--- config.mk ---
export PLATFORM = sky130hd
export DESIGN_NAME = pss_cell
export DESIGN_NICKNAME = d
export VERILOG_FILES = /design/src/hw/rtl/pss_pkg.sv /design/src/hw/rtl/pss_cell.sv
export SDC_FILE = /design/constraint.sdc
export NUM_CORES = 1
export LEC_CHECK = 0
export ABC_AREA = 1
export BUFFER_PORTS_ARGS = -buffer_cell sky130_fd_sc_hd__buf_2
export CORE_MARGIN = 1
export CORE_UTILIZATION = 42
export DETAILED_ROUTE_END_ITERATION = 6
export PLACE_DENSITY = 0.85
export SETUP_SLACK_MARGIN = 0.2
export SLEW_MARGIN = 10
export SYNTH_ARGS = -nofsm -noshare
export SYNTH_HDL_FRONTEND = slang
export SYNTH_SLANG_ARGS = --single-unit
--- constraint.sdc ---
create_clock -name i_clk -period 3 [get_ports i_clk]
set_input_delay 0.45 -clock i_clk [delete_from_list [all_inputs] [get_ports i_clk]]
set_output_delay 0.45 -clock i_clk [all_outputs]
set_load 0.02 [all_outputs]
--- src/hw/rtl/pss_pkg.sv ---
// Package for the positional sequence store.
// Holds the field widths, the opcode and status codes, and the control word
// that the controller hands to the row of cells. It depends on nothing.
package pss_pkg;

    localparam int PSS_CAPACITY = 64;
    localparam int PSS_DATA_W   = 32;
    localparam int PSS_OP_W     = 4;
    localparam int PSS_POS_W    = 8;

    typedef enum logic [PSS_OP_W-1:0] {
        OP_ADD_HEAD = 4'd0,
        OP_DEL_HEAD = 4'd1,
        OP_MOD_HEAD = 4'd2,
        OP_ADD_TAIL = 4'd3,
        OP_DEL_TAIL = 4'd4,
        OP_MOD_TAIL = 4'd5,
        OP_ADD_AT   = 4'd6,
        OP_DEL_AT   = 4'd7,
        OP_MOD_AT   = 4'd8,
        OP_READ_AT  = 4'd9
    } t_opcode;

    typedef enum logic [1:0] {
        ST_DONE     = 2'd0,
        ST_IGNORED  = 2'd1,
        ST_REJECTED = 2'd2,
        ST_FULL     = 2'd3
    } t_status;

    typedef struct packed {
        logic ins;
        logic del;
        logic wr;
        logic rd;
    } t_cell_ctl;

endpackage

--- src/hw/rtl/pss_cell.sv ---
// One cell of the element row: holds one list element and one stage of the
// read bus that walks toward cell 0. Depends on pss_pkg.
module pss_cell
    import pss_pkg::*;
#(
    parameter int IDX_W = 6,
    parameter int INDEX = 0
) (
    input  logic                  i_clk,
    input  t_cell_ctl             i_ctl,
    input  logic [IDX_W-1:0]      i_pos,
    input  logic [PSS_DATA_W-1:0] i_value,
    input  logic [PSS_DATA_W-1:0] i_left,
    input  logic [PSS_DATA_W-1:0] i_right,
    input  logic [PSS_DATA_W-1:0] i_bus,
    output logic [PSS_DATA_W-1:0] o_data,
    output logic [PSS_DATA_W-1:0] o_bus
);

    localparam logic [IDX_W-1:0] CELL_IDX = IDX_W'(INDEX);

    logic [PSS_DATA_W-1:0] r_data;
    logic [PSS_DATA_W-1:0] r_bus;
    logic                  match;
    logic                  above;

    assign match = (CELL_IDX == i_pos);
    assign above = (CELL_IDX > i_pos);

    always_ff @(posedge i_clk) begin
        if (i_ctl.ins && above) begin
            r_data <= i_left;
        end else if ((i_ctl.ins || i_ctl.wr) && match) begin
            r_data <= i_value;
        end else if (i_ctl.del && (above || match)) begin
            r_data <= i_right;
        end
        r_bus <= (i_ctl.rd && match) ? r_data : i_bus;
    end

    assign o_data = r_data;
    assign o_bus  = r_bus;

endmodule

[Word level (Yosys, flattened, before mapping)]
Index checks and enable logic that the tools add are counted.
Storage, ports and cells
  register bits: 64
  bits of input ports: 139
  output and inout port bits: 64
  logic and storage cells: 15
Cells by class
  order comparisons: 1
  muxes and demuxes: 4
  reduce and logical (&&, ||, !) cells: 8
Operator list (count)
  32-bit 2-to-1 mux: 4
  1-bit by 6-bit greater-than comparator with 1-bit output, first input constant: 1
  6-bit zero test: 1
  1-bit logical AND: 4
  3-bit nonzero test: 1
  1-bit logical OR: 2

[Depth between registers and ports, before layout]
  depth in word-level cells: 6
  gate-level depth with buffers: 7
  gate-level depth less buffers: 5

[Worst setup path after synthesis]
OpenSTA, ideal clock, no wires.
  path kind: input-to-reg
  start: in i_pos[5]
  end: reg r_data[0] (netlist: o_data[0]), enable pin
  setup time: 0.389 ns
  data arrival time: 1.762 ns
  data required time: 2.611 ns
  path slack: 0.848 ns
  stages: 4
  buffers on the path: 1
  cells stage by stage: nor2_1 -> nand4_1 -> clkbuf_1 -> nand2_1
On the way
  cells in the longest elaborated chain, start to end: 4
  elaborated cells between the ends (all ways): 7
  classes of those cells: 1 x order compare; 6 x reduce/logical
Ends and longest elaborated chain
  start, declared: RTL line pss_cell.sv:11  | input logic [IDX_W-1:0] i_pos,
  1-bit by 6-bit greater-than comparator with 1-bit output / 6-bit zero test (equally long branches): RTL line pss_cell.sv:28, pss_cell.sv:27
  1-bit logical OR: RTL line pss_cell.sv:35  | end else if (i_ctl.del && (above || match)) begin
  1-bit logical AND: RTL line pss_cell.sv:35
  3-bit nonzero test (no source line) (*)
  end signal, assigned: RTL line pss_cell.sv:32  | r_data <= i_left;
  end signal, assigned: RTL line pss_cell.sv:34  | r_data <= i_value;
  end signal, assigned: RTL line pss_cell.sv:36  | r_data <= i_right;
  end, declared: RTL line pss_cell.sv:22  | logic [PSS_DATA_W-1:0] r_data;
Mark *: on every way between the ends. The rest lies on a longest branch, timed or not.
A chain may end at the register's enable or synchronous reset.

[Worst setup path in the final report]
  start: in i_pos[5]
  end: reg r_data[11] (netlist: o_data[11]) (data pin)
On the way
  cells in the longest elaborated chain, start to end: 4
  elaborated cells between the ends (all ways): 6
  classes of those cells: 1 x order compare; 2 x mux; 3 x reduce/logical
Ends and longest elaborated chain
  branches (longest 3 deep; another with 1-bit by 6-bit greater-than comparator with 1-bit output)
  32-bit 2-to-1 mux (*): RTL line pss_cell.sv:31  | if (i_ctl.ins && above) begin
Mark *: on every way between the ends.

==> flow_summary.ini <==
[placed_design]
dp_hpwl_um = 4988
placed_cell_area_sq_mm = 0.003476
gp_congestion = 0.8575
portBuffers = 170

[global_route]
grt_pass1_wl_um = 10830
grt_usage_pct = 22.62
grt_max_degree = 35
grt-ovfl-total = 0
grt_pass1_vias = 2443
antenna_found_initial = 0

[sta]
timing.fmax_mhz = 602.9
fin_tns_setup_ns = 0
min_period_ns = 1.659
period_share_pct = 55.29
worst_slew_pin_slew_ns = 0.3396
maxSlewViolCount = 0
hold_viol = 0
rsz0062_at_grt = false
clock_skew_ns = 0.008254
slew_headroom_pct = 77.36
finalSetupViolCount = 0

[detailed_routing]
num_vias = 2572
post_drt_wl_per_cell_um = 12.39
drc = 0
totalWireLength_um = 6677
drt_iter0_markers = 140
ant_nets = 0
vias_per_cell = 4.772
drt_pass1_iterations = 4

[synth]
ys_ff_latch = 64
ys_seq_area_share_pct = 62.23
syn-num-nets = 428
synthesis.area_sq_mm = 0.002574
avgSynthCellArea_sq_um = 8.906
yosys-top-cells-area = edfxtp_1 37%, dfxtp_1 25%, nand2_1 19%
yosys.area.top_type = edfxtp_1
yosysWarnings = 0
netlist_instances = 289
synth_top_cell_area_share_pct = 37.34
synth_cell_types = 11

[layout]
antenna_cells = 0
final_nets = 598
fillers = 515
layout.cells.most_common_list = 170 x buf_2, 132 x nand2_1, 64 x nand3_1
stdcell_area_sq_mm = 0.003685
drive_gt1_share_pct = 41.59
layout_commonest_cell = buf_2
area_growth_pct = 43.17
fin_util_pct = 62.24

[floorplan]
pin_count = 203
die-area_sq_mm = 0.006445
initial_utilization_pct = 43.47
die_h_um = 80.28
num_rows = 28
coreArea_sq_mm = 0.005921
dieWidth_um = 80.28

[status]
status = finished clean

[cts]
clk_pin_slew_ns = 0.07
h-tree-depth = 3
clock_latency_ns = 0.32
cts_setup_buffers = 0
clkSinkCount = 64
hold_buffers = 0
clock_path_buffers = 2
cts_root_buf = clkbuf_8
cts_resized = 0
cts_buffers = 9
cts_tree = yes

[pwr]
power.leakage_nw = 1.941
powerDensity_mw_per_mm2 = 524.6
vdd_drop_max_mv = 0.3086

[setup_path]
worstPathRequired_ns = 3.19
end_kind = flop
path_max_fanout = 34
crit_path_start_kind = primary input
worstPathArrival_ns = 1.84
criticalPathCategory = primary input to flop

[worst_hold_path]
hp-class = primary input to flop

[flow_run]
drv_cap = 0
## cells in the mapped netlist
cell type	number
inv_1	3
nand2_1	132
buf_2	1
nand4_1	2
nand3_1	64
edfxtp_1	32
nor2_1	4
buf_4	1
buf_6	5
clkbuf_1	13
dfxtp_1	32
## per-layer routing
metal,vias up,share of wire (%),global-route usage [%]
met2,124,51,38.80
met5,-,0,0
met1,1152,40,26.35
met3,8,7.6,6.136
li1,1288,-,-
met4,0,1.3,10.00
## registers in the layout, summed over array words and instances (netlist names)
signal,count
o_bus,32
o_data,32
## worst max-delay path, cell delays in order
cell	delay [ns]
buf_2	0.10
nor2_1	0.17
nand2_1	0.12
nor2_4	0.08
buf_4	0.30
buf_4	0.38
nand3_1	0.13
nand2_1	0.10
## cell type report
class	count	area, sq um	area share (%)
multi-input cells	202	850.8	23.09
flip-flops and latches	64	1602	43.46
clock inverters	2	35.03	0.9508
clock buffers	14	173.9	4.720
well taps	75	93.84	2.547
inverters	3	11.26	0.3056
repair buffers	179	918.4	24.92
## final timing paths
check	to	start	cells past startpoint	slack, ns
max	o_data[11]$_DFFE_PP_	i_pos[5]	8	1.34
min	o_bus[30]$_DFF_P_	i_bus[30]	3	0.31
max reg2reg	o_bus[9]$_DFF_P_	o_data[9]$_DFFE_PP_	2	2.32
min reg2reg	o_bus[13]$_DFF_P_	o_data[13]$_DFFE_PP_	2	0.50
## kinds of logic (layout without fill, tap and decap cells)
kind of cell	count (synthesis)	in the layout	synth area share, %
flops	64	64	62.23
simple gates	202	202	32.77
buf+inv	23	198	5.007
## where the power goes
| group | switching, mW | internal, mW |
|---|---|---|
| registers | 0.00863 | 0.949 |
| logic | 0.116 | 0.0909 |
| clock network | 0.310 | 0.458 |
| total | 0.435 | 1.50 |
## through the flow
step | setup WS, ns | instances | hold WS, ns | power [mW]
floorplan | 0.8483 | 289 | 0.5531 | 1.075
global placement | 1.055 | 523 | 0.4818 | 1.179
detailed placement | 1.007 | 523 | 0.4860 | 1.186
CTS | 1.343 | 539 | 0.2966 | 1.952
global route | 1.175 | 539 | 0.2921 | 2.025
finish | 1.341 | 539 | 0.3145 | 1.933
No activity file was read; power rests on OpenSTA's default activity.
