===== src/hw/rtl/pss_pkg.sv =====
// Package for the positional sequence store.
// Holds the field widths, the opcode and status codes, and the control word
// that the controller hands to the row of cells. It depends on nothing.
package pss_pkg;

    localparam int PSS_CAPACITY = 64;
    localparam int PSS_DATA_W   = 32;
    localparam int PSS_OP_W     = 4;
    localparam int PSS_POS_W    = 8;

    typedef enum logic [PSS_OP_W-1:0] {
        OP_ADD_HEAD = 4'd0,
        OP_DEL_HEAD = 4'd1,
        OP_MOD_HEAD = 4'd2,
        OP_ADD_TAIL = 4'd3,
        OP_DEL_TAIL = 4'd4,
        OP_MOD_TAIL = 4'd5,
        OP_ADD_AT   = 4'd6,
        OP_DEL_AT   = 4'd7,
        OP_MOD_AT   = 4'd8,
        OP_READ_AT  = 4'd9
    } t_opcode;

    typedef enum logic [1:0] {
        ST_DONE     = 2'd0,
        ST_IGNORED  = 2'd1,
        ST_REJECTED = 2'd2,
        ST_FULL     = 2'd3
    } t_status;

    typedef struct packed {
        logic ins;
        logic del;
        logic wr;
        logic rd;
    } t_cell_ctl;

endpackage


===== src/hw/rtl/pss_ctrl.sv =====
// Controller of the positional sequence store: decodes each item against the
// element count, drives the cell row and holds the result register.
// Depends on pss_pkg.
module pss_ctrl
    import pss_pkg::*;
#(
    parameter int CAPACITY = PSS_CAPACITY,
    parameter int IDX_W    = $clog2(CAPACITY),
    parameter int CNT_W    = $clog2(CAPACITY + 1)
) (
    input  logic                         i_clk,
    input  logic                         i_rst_n,
    input  logic                         i_valid,
    output logic                         o_stall,
    input  logic [PSS_OP_W-1:0]          i_opcode,
    input  logic [PSS_POS_W-1:0]         i_position,
    output logic                         o_valid,
    input  logic                         i_stall,
    output logic [1:0]                   o_status,
    output logic [CNT_W-1:0]             o_count,
    output logic signed [PSS_DATA_W-1:0] o_read_value,
    output t_cell_ctl                    o_ctl,
    output logic [IDX_W-1:0]             o_pos,
    input  logic [PSS_DATA_W-1:0]        i_bus
);

    localparam int CMP_W = (CNT_W > PSS_POS_W) ? CNT_W : PSS_POS_W;

    typedef enum logic {
        S_IDLE,
        S_READ
    } t_state;

    t_state                  r_state;
    logic [CNT_W-1:0]        r_count;
    logic [IDX_W-1:0]        r_left;
    logic                    r_ovalid;
    t_status                 r_status;
    logic [CNT_W-1:0]        r_ocount;
    logic [PSS_DATA_W-1:0]   r_rdval;

    logic                    accept;
    logic                    out_free;
    logic                    load_out;
    logic                    empty;
    logic                    full;
    logic                    pos_in;
    logic [IDX_W-1:0]        pos_idx;
    logic [IDX_W-1:0]        cnt_idx;
    logic [IDX_W-1:0]        last_idx;
    t_cell_ctl               dec_ctl;
    logic [IDX_W-1:0]        dec_pos;
    t_status                 dec_status;
    logic [CNT_W-1:0]        dec_count;

    assign out_free = !r_ovalid || !i_stall;
    assign o_stall  = (r_state == S_READ) || (r_ovalid && i_stall);
    assign accept   = i_valid && !o_stall;
    assign load_out = ((r_state == S_IDLE) && accept && !dec_ctl.rd)
                   || ((r_state == S_READ) && (r_left == '0) && out_free);

    assign empty    = (r_count == '0);
    assign full     = (r_count == CNT_W'(CAPACITY));
    assign pos_in   = (CMP_W'(i_position) < CMP_W'(r_count));
    assign pos_idx  = IDX_W'(i_position);
    assign cnt_idx  = IDX_W'(r_count);
    assign last_idx = IDX_W'(r_count - CNT_W'(1));

    always_comb begin
        dec_ctl    = '0;
        dec_pos    = '0;
        dec_status = ST_IGNORED;
        dec_count  = r_count;
        unique case (i_opcode)
            OP_ADD_HEAD, OP_ADD_TAIL, OP_ADD_AT: begin
                if ((i_opcode == OP_ADD_AT) && empty && (i_position != '0)) begin
                    dec_status = ST_REJECTED;
                end else if (full) begin
                    dec_status = ST_FULL;
                end else begin
                    dec_ctl.ins = 1'b1;
                    dec_status  = ST_DONE;
                    dec_count   = r_count + CNT_W'(1);
                    if (i_opcode == OP_ADD_HEAD) begin
                        dec_pos = '0;
                    end else if ((i_opcode == OP_ADD_AT) && pos_in) begin
                        dec_pos = pos_idx;
                    end else begin
                        dec_pos = cnt_idx;
                    end
                end
            end
            OP_DEL_HEAD, OP_DEL_TAIL: begin
                if (!empty) begin
                    dec_ctl.del = 1'b1;
                    dec_status  = ST_DONE;
                    dec_count   = r_count - CNT_W'(1);
                    dec_pos     = (i_opcode == OP_DEL_HEAD) ? '0 : last_idx;
                end
            end
            OP_DEL_AT: begin
                if (pos_in) begin
                    dec_ctl.del = 1'b1;
                    dec_status  = ST_DONE;
                    dec_count   = r_count - CNT_W'(1);
                    dec_pos     = pos_idx;
                end
            end
            OP_MOD_HEAD, OP_MOD_TAIL: begin
                if (!empty) begin
                    dec_ctl.wr = 1'b1;
                    dec_status = ST_DONE;
                    dec_pos    = (i_opcode == OP_MOD_HEAD) ? '0 : last_idx;
                end
            end
            OP_MOD_AT: begin
                if (empty) begin
                    dec_status = ST_REJECTED;
                end else begin
                    dec_ctl.wr = 1'b1;
                    dec_status = ST_DONE;
                    dec_pos    = pos_in ? pos_idx : last_idx;
                end
            end
            OP_READ_AT: begin
                if (pos_in) begin
                    dec_ctl.rd = 1'b1;
                    dec_status = ST_DONE;
                    dec_pos    = pos_idx;
                end
            end
            default: begin
                dec_status = ST_IGNORED;
            end
        endcase
    end

    assign o_ctl = accept ? dec_ctl : '0;
    assign o_pos = dec_pos;

    always_ff @(posedge i_clk) begin
        if (!i_rst_n) begin
            r_state  <= S_IDLE;
            r_count  <= '0;
            r_ovalid <= 1'b0;
        end else begin
            if (load_out) begin
                r_ovalid <= 1'b1;
            end else if (!i_stall) begin
                r_ovalid <= 1'b0;
            end
            unique case (r_state)
                S_IDLE: begin
                    if (accept) begin
                        r_count <= dec_count;
                        if (dec_ctl.rd) begin
                            r_state <= S_READ;
                            r_left  <= dec_pos;
                        end else begin
                            r_status <= dec_status;
                            r_ocount <= dec_count;
                            r_rdval  <= '0;
                        end
                    end
                end
                S_READ: begin
                    if (r_left != '0) begin
                        r_left <= r_left - IDX_W'(1);
                    end else if (out_free) begin
                        r_status <= ST_DONE;
                        r_ocount <= r_count;
                        r_rdval  <= i_bus;
                        r_state  <= S_IDLE;
                    end
                end
                default: begin
                    r_state <= S_IDLE;
                end
            endcase
        end
    end

    assign o_valid      = r_ovalid;
    assign o_status     = r_status;
    assign o_count      = r_ocount;
    assign o_read_value = r_rdval;

endmodule


===== config.mk =====
export PLATFORM = sky130hd
export DESIGN_NAME = pss_ctrl
export DESIGN_NICKNAME = d
export VERILOG_FILES = /design/src/hw/rtl/pss_pkg.sv /design/src/hw/rtl/pss_ctrl.sv
export SDC_FILE = /design/constraint.sdc
export NUM_CORES = 1
export LEC_CHECK = 0
export BUFFER_PORTS_ARGS = -buffer_cell sky130_fd_sc_hd__buf_2
export CORE_AREA = 2 2 82 84
export DETAILED_ROUTE_END_ITERATION = 6
export DIE_AREA = 0 0 84 86
export PLACE_DENSITY = 0.84
export SETUP_SLACK_MARGIN = 0.3
export SYNTH_ARGS = -nofsm -noshare
export SYNTH_HDL_FRONTEND = slang
export SYNTH_SLANG_ARGS = --single-unit

===== constraint.sdc =====
create_clock -name i_clk -period 7.1 [get_ports i_clk]
set_input_delay 1.42 -clock i_clk [delete_from_list [all_inputs] [get_ports i_clk]]
set_output_delay 1.42 -clock i_clk [all_outputs]
set_load 0.01 [all_outputs]

# Yosys cells after proc, flatten, opt, wreduce, memory -nomap -nowiden
# Index checks and enable logic that the tools add are counted.
[totals]
ramBits = 0
output_inout_bits = 53
mem_count = 0
ff_bits = 56
inputBits = 48
romBits = 0
wordCells = 117
latchBits = 0
[classes]
mul = 0
add_sub_neg = 3
n_eq_ne = 17
bitwise_logic = 1
div_mod_pow = 0
magnitude_cmp = 1
reduce_logical = 30
n_shift = 0
muxes = 58
[ops]
columns = ["cell", "count"]
rows = [
  ["two-way mux 32 bit", 4],
  ["two-way mux 6 bit", 14],
  ["case mux 32 bit (2 select lines)", 1],
  ["two-way mux 7 bit", 8],
  ["case mux 6 bit (5 select lines)", 1],
  ["case mux 7 bit (3 select lines)", 1],
  ["equality test 4 x 3 -> 1 bit, second input constant", 4],
  ["two-way mux 1 bit", 15],
  ["two-way mux 2 bit", 7],
  ["case mux 7 bit (2 select lines)", 1],
  ["case mux 6 bit (2 select lines)", 1],
  ["logical AND 1 bit", 9],
  ["equality test 4 x 2 -> 1 bit, second input constant", 2],
  ["equality test 4 bit, second input constant", 2],
  ["< comparator 8 x 7 -> 1 bit", 1],
  ["inequality test 2 bit, second input constant", 4],
  ["case mux 2 bit (4 select lines)", 1],
  ["nonzero test 8 bit", 1],
  ["adder 7 x 1 -> 7 bit, second input constant", 1],
  ["equality test 7 bit, second input constant", 1],
  ["zero test 7 bit", 1],
  ["subtractor 7 x 1 -> 7 bit, second input constant", 1],
  ["zero test 6 bit", 1],
  ["inequality test 2 x 1 -> 1 bit, second input constant", 3],
  ["16 further kinds", 25],
]

# Logic depth before layout (Yosys ltp)
[depth]
ltp_word = 10
mapped_depth = 9

# Least setup slack after synthesis
# No wires, ideal clock.
[synth_path]
path_type = "input-to-output"
startpoint = "input port i_position[5]"
endpoint = "output port o_pos[2]"
cell_stages = 7
path_buffers = 0
arrival_ns = 3.219
setup_slack_ns = 2.461
path_cell_list = "ha_1 -> a21o_1 -> a211o_1 -> a311oi_4 -> o31ai_1 -> a222oi_1 -> inv_1"
[synth_via]
elab_chain_len = 7
[synth_rtl]
columns = ["element", "line", "rtl"]
rows = [
  ["from (decl)", "pss_ctrl.sv:16", "input logic [PSS_POS_W-1:0] i_position,"],
  ["< comparator 8 x 7 -> 1 bit", "pss_ctrl.sv:64", "assign pos_in = (CMP_W'(i_position) < CMP_W'(r_count));"],
  ["logical AND 1 bit", "pss_ctrl.sv:86", "end else if ((i_opcode == OP_ADD_AT) && pos_in) begin"],
  ["two-way mux 6 bit", "pss_ctrl.sv:86", ""],
  ["two-way mux 6 bit", "pss_ctrl.sv:84", "if (i_opcode == OP_ADD_HEAD) begin"],
  ["two-way mux 6 bit", "pss_ctrl.sv:78", "end else if (full) begin"],
  ["two-way mux 6 bit", "pss_ctrl.sv:76", "if ((i_opcode == OP_ADD_AT) && empty && (i_position != '0)) begin"],
  ["case mux 6 bit (5 select lines) *", "pss_ctrl.sv:74", "unique case (i_opcode)"],
  ["to (decl)", "pss_ctrl.sv:23", "output logic [IDX_W-1:0] o_pos,"],
]
# Every way passes the cells marked *; elsewhere a longest branch is shown, timed or not.

# Worst setup path after layout
[layout_path]
startpoint = "input port i_position[5]"
endpoint = "output port o_pos[3]"
# Same word-level chain as after synthesis.

==> results.txt <==
Status - complete, no violations
Residual DRC - 0
Vias in the first global route - 2950
Area Growth Syn to Fin - 18.3%
Cell count after synthesis - 347
Max VDD drop - 0.000102 V
RR Endpoint - o_read_value[13]
Fin Setup TNS - 0 ns
GRT overflow - 0
CP arrival - 3.91 ns
Avg Inst Size Synth - 9.85 um2
Hold_ws - 0.588 ns
Port buffer count - 100
Clk Latency, worst-skew pair - 0.31 ns
Period utilization - 75.1%
Final setup viols - 0
Synth area leaders - edfxtp_1, and2_1, dfxtp_1, o21ai_0, ha_1
P_leak - 1.67 nW
HPWL Detailed - 7030 um
Critical path required time - 5.68 ns
Drt wl/cell - 17.8 um
Synth top area share - 41.3%
Antenna Nets Post-Route - 0
Num CTS Buffers - 5
Critical path capture point type - output port
Root buffer cell - clkbuf_8
Core area - 6280 um2
Die area - 7220 um2
Layout Nets - 495
CTS-repair resized insts - 0
Clock tree buffer depth - 2
Drt total wl - 9170 um
Via/cell ratio - 5.85
Ports - 101
Core Rows - 29
Postcts setup bufs - 0
CTS tree - built
H-tree lvl count - 2
EDFF count, synth - 47
Max_cap viols - 0
#FFs+latches synth - 56
Fin crit period - 5.33 ns
Final total power - 0.671 mW
GP Congestion - 0.997
Die Width - 84 um
Post-synthesis cell area - 3420 um2
Hold Startpoint - r_count[1]
Setup crit start kind - input pin
Global Route Usage Sum - 25.4%
Diode count - 0
Share of layout cells above drive strength 1 - 28.0%
Hold_buf cts - 0
Leading cell type in the layout, fill and taps excluded - buf_2
Hold Fails Final Rpt - 0
Largest net degree at the start of global routing - 53
DRT iter0 DRCs - 214
Netlist cell types - 65
Worst Hold Depth - 2
Worst reg2reg setup slack - 3.52 ns
Post-synth top area cell - edfxtp_1
Starting density of the core - 54.4%
CP max FO - 7
Sequential share of the synthesized area - 46.6%
Crit path kind - in -> out
RR Startpoint - r_count[6]
R2r worst-path depth - 8
DR vias - 3020
Hold Crit Class - reg -> reg
Max Clock Skew - 0.00787 ns
Syn nets - 404
Commonest non-fill, non-tap cells in the layout - buf_2, edfxtp_1, and2_1
First-pass GRT wire length - 14700 um
Initial DRT Pass Iterations - 6
Fin. max-slew vios - 0
Ys Warns - 0
Unrepaired setup endpoints after global routing - false
Ys flop type - edfxtp_1
Async SR Flop Fraction - 0%
Worst slew margin - 38.4%
Max Freq - 187 MHz
WHS Endpoint - r_count[1]
Die Y - 86 um
Slew of the pin with the lowest slew margin - 0.925 ns
Pwr Density - 166 nW/um2
CTS sink count - 56
Initial antenna violation count - 0
Worst-path clk slew - 0.10 ns
worst max-delay path, stage by stage:
cell      delay [ns]
buf_2           0.12
ha_1            0.31
a21o_1          0.19
a211o_1         0.35
a311oi_4        0.45
o31ai_1         0.23
a222oi_1        0.60
inv_1           0.08
buf_2           0.16
cell families (layout without fill, tap and decap cells):
kind of cell               after synthesis  after routing  synth area share [%]
xor gates and xnor gates                15             15                  3.84
AOI/OAI and AO/OA                       87             87                  17.8
and+or+nand+nor                        140            140                  22.8
muxes                                    6              6                  1.79
buffers and inverters                   34            126                  3.95
DFF                                     56             56                  46.6
adders and majority gates                9              9                  3.30
power breakdown:
group | leakage (nW) | switching, mW | total, mW | internal [mW]
Sequential | 0.521 | 0.00511 | 0.372 | 0.366
Clock | 0.0485 | 0.110 | 0.181 | 0.0711
Combinational | 1.10 | 0.0726 | 0.119 | 0.0459
Total | 1.67 | 0.187 | 0.671 | 0.483
synth_stat cells (4+ instances only):
cell	n
buf_2	6
nor3_1	8
and2_1	36
a22oi_1	4
dfxtp_1	9
ha_1	9
mux2i_1	5
o21ai_0	25
nand2_1	26
nand3_1	14
xnor2_1	11
nand2b_1	9
xor2_1	4
edfxtp_1	47
inv_1	17
clkbuf_1	9
and3_1	4
nor2_1	21
a21oi_1	10
a31oi_1	6
through the flow:
stage | util, % | worst slack (ns) | cell area (um2) | instances
global placement | 62.9 | 1.97 | 3950 | 508
finish | 64.4 | 1.77 | 4040 | 516
floorplan | - | 2.46 | 3420 | 347
global route | 64.4 | 1.56 | 4040 | 516
detailed placement | 62.9 | 1.81 | 3950 | 508
CTS | 64.4 | 1.82 | 4040 | 516
area by class of cell:
cell class / count / area [um2]
sequential: 56 / 1590
inverter: 17 / 63.8
tap: 77 / 96.3
multi-input combinational: 257 / 1690
clock inverter: 3 / 22.5
timing repair buffer: 101 / 508
fill: 523 / 2230
clock buffer: 5 / 68.8
registers in the layout, indices dropped and copies added, names as in the netlist:
signal and cells:
o_read_value 32, o_count 7, o_status 2, r_count 7
r_left 6, o_valid 1, r_state 1
routing by layer:
layer,up-vias,GRT usage [%],part of all wire (%)
li1,1459,-,-
met1,1399,32.9,41
met2,141,42.8,48
met3,21,4.81,8.1
met4,0,9.38,2.8
met5,-,0,0
how the worst max path moves through the flow:
| stage | startpoint | endpoint | slack, ns | cells after the start |
|---|---|---|---|---|
| 5_1_grt | i_position[5] | o_pos[3] | 1.56 | 9 |
| 3_3_place_gp | i_position[5] | o_pos[3] | 1.97 | 9 |
| 4_1_cts | i_position[5] | o_pos[3] | 1.82 | 9 |
| 6_report | i_position[5] | o_pos[3] | 1.77 | 9 |
| 3_5_place_dp | i_position[5] | o_pos[3] | 1.81 | 9 |
| 2_1_floorplan | i_position[5] | o_pos[2] | 2.46 | 7 |
No activity file was read; power rests on OpenSTA's default activity.
